## config.mk

```make
export PLATFORM = sky130hd
export DESIGN_NAME = ris_ctrl
export DESIGN_NICKNAME = d
export VERILOG_FILES = /design/src/rtl/core/ris_pkg.sv /design/src/rtl/core/ris_ctrl.sv
export SDC_FILE = /design/constraint.sdc
export NUM_CORES = 1
export LEC_CHECK = 0
export BUFFER_PORTS_ARGS = -buffer_cell sky130_fd_sc_hd__buf_2
export CAP_MARGIN = 40
export CORE_AREA = 2 2 39 41
export CTS_CLUSTER_DIAMETER = 40
export CTS_CLUSTER_SIZE = 16
export DETAILED_ROUTE_END_ITERATION = 16
export DIE_AREA = 0 0 41 43
export GPL_ROUTABILITY_DRIVEN = 0
export PLACE_DENSITY_LB_ADDON = 0.25
export SETUP_SLACK_MARGIN = 0.5
export SLEW_MARGIN = 20
export SYNTH_ARGS = -nofsm -noshare
export SYNTH_HDL_FRONTEND = slang
export SYNTH_SLANG_ARGS = --single-unit
```

## constraint.sdc

```tcl
create_clock -name clk_i -period 1.4 [get_ports clk_i]
set_input_delay 0.07 -clock clk_i [delete_from_list [all_inputs] [get_ports clk_i]]
set_output_delay 0.07 -clock clk_i [all_outputs]
set_load 0.005 [all_outputs]
```

## src/rtl/core/ris_pkg.sv

```systemverilog
// ----------------------------------------------------------------------------
// ris_pkg
// Types shared by the record insertion sorter modules.
// ----------------------------------------------------------------------------
package ris_pkg;

  // One stored record: payload fields plus the arrival position.
  typedef struct packed {
    logic [31:0] date;
    logic [31:0] owner;
    logic [63:0] price;
    logic [63:0] amount;
    logic [5:0]  origin;
  } rec_t;

  localparam int unsigned RecW = $bits(rec_t);

  // Commands from the controller to the datapath.
  typedef struct packed {
    logic load_in;     // capture the incoming request
    logic rd_prev;     // read the slot below the insertion index
    logic shift_wr;    // move the slot just read up by one
    logic ins_wr;      // write the new record at the insertion index
    logic start_emit;  // rewind the index for output
    logic rd_idx;      // read the slot at the index
    logic out_load;    // move the read slot into the output register
    logic out_empty;   // load the "no records" result
    logic clear;       // return both counts to zero
  } cmd_t;

  // Status from the datapath to the controller.
  typedef struct packed {
    logic store;       // the captured record goes into the store
    logic last;        // the captured record ends the list
    logic idx_zero;    // insertion index reached the bottom
    logic greater;     // slot just read has a larger amount
    logic filled_zero; // nothing stored
    logic emit_last;   // index points at the last stored record
    logic out_free;    // output register can take a result
  } sts_t;

endpackage

```

## src/rtl/core/ris_ctrl.sv

```systemverilog
// ----------------------------------------------------------------------------
// ris_ctrl
// Sequencer for capture, insertion shifting and sorted output.
// ----------------------------------------------------------------------------
module ris_ctrl (
  input  logic          clk_i,
  input  logic          rst_ni,
  input  logic          in_valid_i,
  output logic          in_ready_o,
  output ris_pkg::cmd_t cmd_o,
  input  ris_pkg::sts_t sts_i
);

  typedef enum logic [4:0] {
    ST_IDLE     = 5'b00001,
    ST_SCAN     = 5'b00010,
    ST_CMP      = 5'b00100,
    ST_EMIT_RD  = 5'b01000,
    ST_EMIT_OUT = 5'b10000
  } state_e;

  state_e state_q, state_d;

  always_ff @(posedge clk_i or negedge rst_ni) begin
    if (!rst_ni) begin
      state_q <= ST_IDLE;
    end else begin
      state_q <= state_d;
    end
  end

  always_comb begin
    state_d    = state_q;
    cmd_o      = '0;
    in_ready_o = 1'b0;
    case (state_q)
      ST_IDLE: begin
        in_ready_o = 1'b1;
        if (in_valid_i) begin
          cmd_o.load_in = 1'b1;
          state_d       = ST_SCAN;
        end
      end
      ST_SCAN: begin
        if (sts_i.store && !sts_i.idx_zero) begin
          cmd_o.rd_prev = 1'b1;
          state_d       = ST_CMP;
        end else begin
          cmd_o.ins_wr = sts_i.store;
          if (sts_i.last) begin
            cmd_o.start_emit = 1'b1;
            state_d          = ST_EMIT_RD;
          end else begin
            state_d = ST_IDLE;
          end
        end
      end
      ST_CMP: begin
        if (sts_i.greater) begin
          cmd_o.shift_wr = 1'b1;
          state_d        = ST_SCAN;
        end else begin
          cmd_o.ins_wr = 1'b1;
          if (sts_i.last) begin
            cmd_o.start_emit = 1'b1;
            state_d          = ST_EMIT_RD;
          end else begin
            state_d = ST_IDLE;
          end
        end
      end
      ST_EMIT_RD: begin
        if (sts_i.filled_zero) begin
          if (sts_i.out_free) begin
            cmd_o.out_empty = 1'b1;
            cmd_o.clear     = 1'b1;
            state_d         = ST_IDLE;
          end
        end else begin
          cmd_o.rd_idx = 1'b1;
          state_d      = ST_EMIT_OUT;
        end
      end
      ST_EMIT_OUT: begin
        if (sts_i.out_free) begin
          cmd_o.out_load = 1'b1;
          if (sts_i.emit_last) begin
            cmd_o.clear = 1'b1;
            state_d     = ST_IDLE;
          end else begin
            state_d = ST_EMIT_RD;
          end
        end
      end
      default: begin
        state_d = ST_IDLE;
      end
    endcase
  end

endmodule

```

==> run metrics, run 1 <==
status=finished, violations left; failing checks=setup timing; initial antenna violation count=0; Tmin final=around 1.6 ns; nets@finish=approximately 110; vias=approximately 520; CP Data Required Time=around 1.3 ns; crit path from=state_q[3]$_DFFE_PN0P_; Top Ports=20; Post-Synthesis Cells=53; Arr. time, crit path=1.51 ns; post-synth cell types=26; Switch Pwr=~0.00032 W; CTS tree=yes; DR iter-0 viols=2; Leak Pwr=0.392 nW; reg2reg start=state_q[0]$_DFFE_PN1P_; Startpoint Class=register; family with the most delay on the worst path=simple AND/OR/NAND/NOR gates; Biggest register=state_q; Clock Skews=0.00383 ns; layout overhead on the synthesized area=98.2%; number of flip-flops in the largest register=5; Non-Filler Instances=110; Avg Cell Area, Syn=approximately 7.9 um^2; min-delay src=sts_i[4]; Worst path max stage delay=about 0.38 ns; diode count=0; worst hold slack=~0.026 ns; Clk pwr share=0.174; cell count after placement=94; Post-Syn Area=417 um^2; post-route setup slack=-0.177 ns; most frequent cells in the layout=buf_2 (16), buf_6 (11), nor2_1 (10), buf_4 (10); Max IR drop VDD=649 uV; slowest CP cell=dfrtp_1; detailed placer's ending HPWL=~860 um; Switching Fraction=0.339; Final Cycle Share=1.13; final core utilization=0.597; ANT nets after route=0; Num CTS Buffers=3; final setup violating endpoints=12; Cell Area, Placed=just under 600 um^2; root buf cell=clkbuf_4; Clock transition at path regs=about 0.040 ns; Clock Sinks=5; Max Slew Vio Count=0; core outline area=roughly 1400 um^2; internal power=about 0.00063 W; FMAX=approximately 0.63 GHz; kind of critical path=register to primary output; Post-Syn Nets=63; Hold Vio Cnt, Final=0; HP Class=primary input to register; FP Rows=14; Reg power frac=0.244; RSZ-0062 raised after global routing=true; Die Y=43 um; Pre-antenna DRT Iters=4; largest net degree at the start of global routing=8; Fin Setup TNS=-1.06 ns; Slew Limit Headroom=0.794; # DRC=0; Least-Margin Pin Slew=~0.3 ns; Worst path most repeated cell=buf_6; Seq/Total Area, Yosys=0.303; critical path capture point type=primary output; Worst-Skew Late Latency=0.24 ns; first-pass GRT wire length=about 1900 um; Reg2Reg Depth=5; vias in the first global route=roughly 450; critical path depth=6; I/O Buffers=19; layout cells sized above 1=0.649; Worst R2R Setup Slack=-0.06 ns; crit-path cells=buf_6 -> nor2_4 -> and4bb_2 -> o2bb2ai_4 -> and2_4 -> buf_6; Reg2Reg Capture Point=state_q[0]$_DFFE_PN1P_; crit path to=cmd_o[4]; FILL cells=~130; Die ar.=approximately 1800 um^2; most common cell after layout, fill and taps aside=buf_2; Synthesis Warnings=0; H-tree depth=1; final WL=around 1300 um; total track usage=0.163; CP bufs+invs=2; vias per cell=approximately 4.8; Congestion Overflow GR=0; clock buffer depth=2; cell count of the worst hold path=2; design area=a little over 800 um^2; synthesized flop and latch total=5; pwr dens=between 1000 and 1500 nW/um^2; Logic pwr share=0.582; Initial Util=0.301; maxcap violations=0; crit-path max FO=2; biggest regs=state_q: 5 flops; Die W=about 40 um; routed len/inst=about 11 um
-- worst min path at each step --
stage	end
finish	state_q[2]$_DFFE_PN0P_
global route	state_q[2]$_DFFE_PN0P_
CTS	state_q[2]$_DFFE_PN0P_
detailed placement	state_q[2]$_DFFE_PN0P_
global placement	state_q[2]$_DFFE_PN0P_
floorplan	state_q[1]$_DFFE_PN0P_
-- layout make-up --
cell class / instances / area, um^2 / share of cell area
timing repair buffer: 38 / 289 / 0.350
inverter: 3 / 11.3 / 0.0136
clock buffer: 4 / 26.3 / 0.0318
tap: 16 / 20.0 / 0.0242
multi-input combinational: 44 / 352 / 0.426
sequential: 5 / 128 / 0.155
-- cell families (layout without fill, tap and decap cells) --
group | after synthesis | in the layout | synth area share
xor gates and xnor gates | 1 | 1 | 0.0210
AOI/OAI and AO/OA | 12 | 12 | 0.201
and+or+nand+nor | 31 | 31 | 0.420
buffers and inverters | 4 | 45 | 0.0541
DFF | 5 | 5 | 0.303
-- synthesized netlist by cell type --
| master | number | share of area |
|---|---|---|
| a211oi_1 | 1 | 0.018 |
| a21o_1 | 1 | 0.018 |
| a21oi_1 | 3 | 0.036 |
| a221oi_2 | 1 | 0.036 |
| and2_1 | 1 | 0.015 |
| and4bb_2 | 1 | 0.030 |
| buf_6 | 1 | 0.027 |
| dfrtp_1 | 4 | 0.24 |
| dfstp_2 | 1 | 0.063 |
| inv_1 | 3 | 0.027 |
| nand2_1 | 4 | 0.036 |
| nand2_2 | 1 | 0.015 |
| nand2b_1 | 2 | 0.030 |
| nand3_1 | 2 | 0.024 |
| nand3b_1 | 2 | 0.036 |
| nor2_1 | 13 | 0.12 |
| nor3_1 | 1 | 0.012 |
| nor3b_1 | 1 | 0.018 |
| nor3b_4 | 1 | 0.045 |
| o21a_1 | 1 | 0.018 |
| o21ai_0 | 3 | 0.036 |
| o2bb2ai_1 | 1 | 0.021 |
| o31ai_1 | 1 | 0.018 |
| or3_1 | 1 | 0.015 |
| or3_4 | 1 | 0.027 |
| xnor2_1 | 1 | 0.021 |
-- worst reg2reg max path: stages, from the launching register on --
cell and delay [ns]:
dfstp_2 0.57, and4bb_2 0.27, o2bb2ai_4 0.12, buf_4 0.13, a221oi_2 0.24, nor2_1 0.06
-- what timing repair did --
item,in CTS,in global routing
buffers inserted,8,3
endpoints found under the hold margin,5,0
pin swaps,11,5
hold buffers,1,0
endpoints found under the setup margin,15,15
gates resized for setup,18,10
-- stage by stage --
step | total power (W) | setup slack (ns)
final | 0.000947 | -0.177
after global routing | 0.00101 | -0.240
after CTS | 0.000870 | -0.162
after detailed placement | 0.000600 | -0.0405
after global placement | 0.000591 | 0.000539
after floorplan | 0.000452 | -0.0882
-- routing by layer --
| layer | wire, um | up-vias | part of all wire | track usage |
|---|---|---|---|---|
| met2 | 694 | 15 | 0.55 | 0.269 |
| met3 | 66 | 2 | 0.052 | 0.0471 |
| li1 | - | 270 | - | - |
| met5 | 0 | - | 0 | 0 |
| met4 | 5 | 0 | 0.0040 | 0.0800 |
| met1 | 495 | 237 | 0.39 | 0.177 |
-- power groups by stage --
stage | Combinational [W] | Clock (W) | Sequential (W)
CTS | 0.000471 | 0.000172 | 0.000227
floorplan | 0.000228 | 0 | 0.000224
global route | 0.000589 | 0.000181 | 0.000235
finish | 0.000551 | 0.000165 | 0.000231
global placement | 0.000365 | 0 | 0.000226
detailed placement | 0.000372 | 0 | 0.000227
(Power assumes the default switching activity.)
==> run 2: changes to the inputs <==
--- a/config.mk
+++ b/config.mk
@@ -9,12 +9,13 @@
 export CAP_MARGIN = 40
 export CORE_AREA = 2 2 39 41
 export CTS_CLUSTER_DIAMETER = 40
-export CTS_CLUSTER_SIZE = 16
+export CTS_CLUSTER_SIZE = 25
 export DETAILED_ROUTE_END_ITERATION = 16
 export DIE_AREA = 0 0 41 43
 export GPL_ROUTABILITY_DRIVEN = 0
 export PLACE_DENSITY_LB_ADDON = 0.25
 export SETUP_SLACK_MARGIN = 0.5
+export SKIP_CTS_REPAIR_TIMING = 1
 export SLEW_MARGIN = 20
 export SYNTH_ARGS = -nofsm -noshare
 export SYNTH_HDL_FRONTEND = slang
==> run 2 against run 1 <==
Net effect: the run still ends with setup timing left; critical path type unchanged; combinational power fell by 11%; routed wire length decreased by 0.56%; flip-flop and latch count stayed put; largest cell class unchanged; global-route usage down 2.2 points; critical path depth is the same; count of clock-buffer cells in the layout unchanged; register-to-register slack lost 0.06 ns; utilization decreased by 6.3 points.
==> run metrics, run 2 (synthesis results as in run 1) <==
status=finished, violations left (unchanged); failing checks=setup timing (unchanged); first-pass GRT wire length=1630 um (was 1860 um); nets@finish=99 (was 105); Congestion Overflow GR=0 (unchanged); Reg2Reg Capture Point=state_q[0]$_DFFE_PN1P_ (unchanged); FILL cells=137 (was 127); I/O Buffers=19 (unchanged); CP Data Required Time=1.33 ns (about the same); Biggest register=state_q (unchanged); Tmin final=1.61 ns (was 1.58 ns); clock buffer depth=2 (unchanged); HP Class=primary input to register (unchanged); Startpoint Class=register (unchanged); worst hold slack=0.0254 ns (was 0.0265 ns); routed len/inst=12.1 um (was 11.5 um); CTS tree=yes (unchanged); number of flip-flops in the largest register=5 (unchanged); Logic pwr share=0.552 (was 0.582); Die W=41 um (unchanged); reg2reg start=state_q[0]$_DFFE_PN1P_ (unchanged); footprint of the multi-input gates=330 um^2 (was 352 um^2); kind of critical path=register to primary output (unchanged); maxcap violations=0 (unchanged); Reg power frac=0.263 (was 0.244); largest net degree at the start of global routing=8 (unchanged); vias per cell=4.93 (was 4.76); cell count of the worst hold path=2 (unchanged); Arr. time, crit path=1.54 ns (was 1.51 ns); Max IR drop VDD=638 uV (was 649 uV); Reg area=128 um^2 (unchanged); Leak Pwr=0.356 nW (was 0.392 nW); Final Cycle Share=1.15 (was 1.13); Reg2Reg Depth=5 (unchanged); core outline area=1380 um^2 (unchanged); critical path capture point type=primary output (unchanged); Slew Limit Headroom=0.792 (was 0.794); most frequent cells in the layout=buf_2 (17), nor2_1 (10), buf_4 (8) (was buf_2 (16), buf_6 (11), nor2_1 (10), buf_4 (10)); Max Slew Vio Count=0 (unchanged); Hold Vio Cnt, Final=0 (unchanged); Die ar.=1760 um^2 (unchanged); Non-Filler Instances=104 (was 110); FMAX=0.621 GHz (was 0.634 GHz); pwr dens=1210 nW/um^2 (was 1150 nW/um^2); post-route setup slack=-0.210 ns (was -0.177 ns); vias in the first global route=400 (was 447); internal power=0.000584 W (was 0.000626 W); H-tree depth=1 (unchanged); Switching Fraction=0.344 (was 0.339); Pre-antenna DRT Iters=4 (unchanged); final setup violating endpoints=12 (unchanged); DR iter-0 viols=5 (was 2); layout cells sized above 1=0.591 (was 0.649); # DRC=0 (unchanged); vias=513 (was 524); cell count after placement=94 (unchanged); diode count=0 (unchanged); most common cell after layout, fill and taps aside=buf_2 (unchanged); Num CTS Buffers=3 (unchanged); final WL=1250 um (was 1260 um); crit path to=cmd_o[4] (unchanged); biggest regs=state_q: 5 flops (unchanged); Clock Sinks=5 (unchanged); root buf cell=clkbuf_4 (unchanged); Least-Margin Pin Slew=0.309 ns (was 0.306 ns); Clock Skews=0.00490 ns (was 0.00383 ns); crit-path max FO=6 (was 2); final core utilization=0.533 (was 0.597); RSZ-0062 raised after global routing=true (unchanged); detailed placer's ending HPWL=863 um (unchanged); Worst-Skew Late Latency=0.24 ns (about the same); Clock transition at path regs=0.04 ns (about the same); crit path from=state_q[3]$_DFFE_PN0P_ (unchanged); ANT nets after route=0 (unchanged); Clk pwr share=0.186 (was 0.174); layout overhead on the synthesized area=77.2% (was 98.2%); initial antenna violation count=0 (unchanged); FP Rows=14 (unchanged); total track usage=0.140 (was 0.163); Top Ports=20 (unchanged); Worst R2R Setup Slack=-0.12 ns (was -0.06 ns); Switch Pwr=0.000306 W (was 0.000321 W); Die Y=43 um (unchanged); Initial Util=0.301 (unchanged)
## run 2: cell types whose count changed in the layout (fill, tap and decap cells not counted)
cell,change
a211oi_1,+1
a211oi_2,-1
buf_2,+1
buf_4,-2
buf_6,-5
nand3_1,+1
nand3_4,-1
o21ai_0,+1
o21ai_2,-1
## run 2: metrics by stage
step	worst slack [ns]	total power [W]	setup TNS, ns	cell area (um^2)
global placement	0.000539	0.000591	0	591
finish	-0.210	0.000891	-1.29	738
floorplan	-0.0882	0.000452	-0.0882	434
global route	-0.268	0.000944	-2.13	738
detailed placement	-0.0405	0.000600	-0.0405	591
CTS	-0.236	0.000770	-1.13	617
## run 2: how the worst min path moves through the flow
stage | startpoint | to | slack [ns]
floorplan | rst_ni | state_q[1]$_DFFE_PN0P_ | -0.23
global placement | rst_ni | state_q[2]$_DFFE_PN0P_ | -0.11
detailed placement | rst_ni | state_q[2]$_DFFE_PN0P_ | -0.10
CTS | rst_ni | state_q[1]$_DFFE_PN0P_ | -0.37
global route | sts_i[4] | state_q[2]$_DFFE_PN0P_ | 0.04
finish | sts_i[4] | state_q[2]$_DFFE_PN0P_ | 0.03
## run 2: final cells by class
cell class,instances,share of cell area
timing repair buffer,32,0.302
tap,16,0.0271
sequential,5,0.173
inverter,3,0.0153
multi-input combinational,44,0.447
clock buffer,4,0.0356
## run 2: power groups by stage
| stage | Sequential, W | Clock [W] | Combinational, W |
|---|---|---|---|
| 4_1_cts | 0.000225 | 0.000172 | 0.000373 |
| 3_5_place_dp | 0.000227 | 0 | 0.000372 |
| 5_1_grt | 0.000238 | 0.000181 | 0.000526 |
| 2_1_floorplan | 0.000224 | 0 | 0.000228 |
| 3_3_place_gp | 0.000226 | 0 | 0.000365 |
| 6_report | 0.000234 | 0.000165 | 0.000491 |
## run 2: worst max-delay path, stage by stage (launching register included)
cell	delay (ns)
dfrtp_1	0.38
buf_6	0.14
nor2_4	0.11
and4bb_2	0.30
o2bb2ai_4	0.13
and2_4	0.16
buf_6	0.08
## run 2: per-layer routing
| metal | up-vias | global-route usage | part of all wire |
|---|---|---|---|
| li1 | 257 | - | - |
| met2 | 15 | 0.203 | 0.55 |
| met5 | - | 0 | 0 |
| met3 | 2 | 0.0471 | 0.054 |
| met1 | 239 | 0.174 | 0.39 |
| met4 | 0 | 0.0800 | 0.0040 |
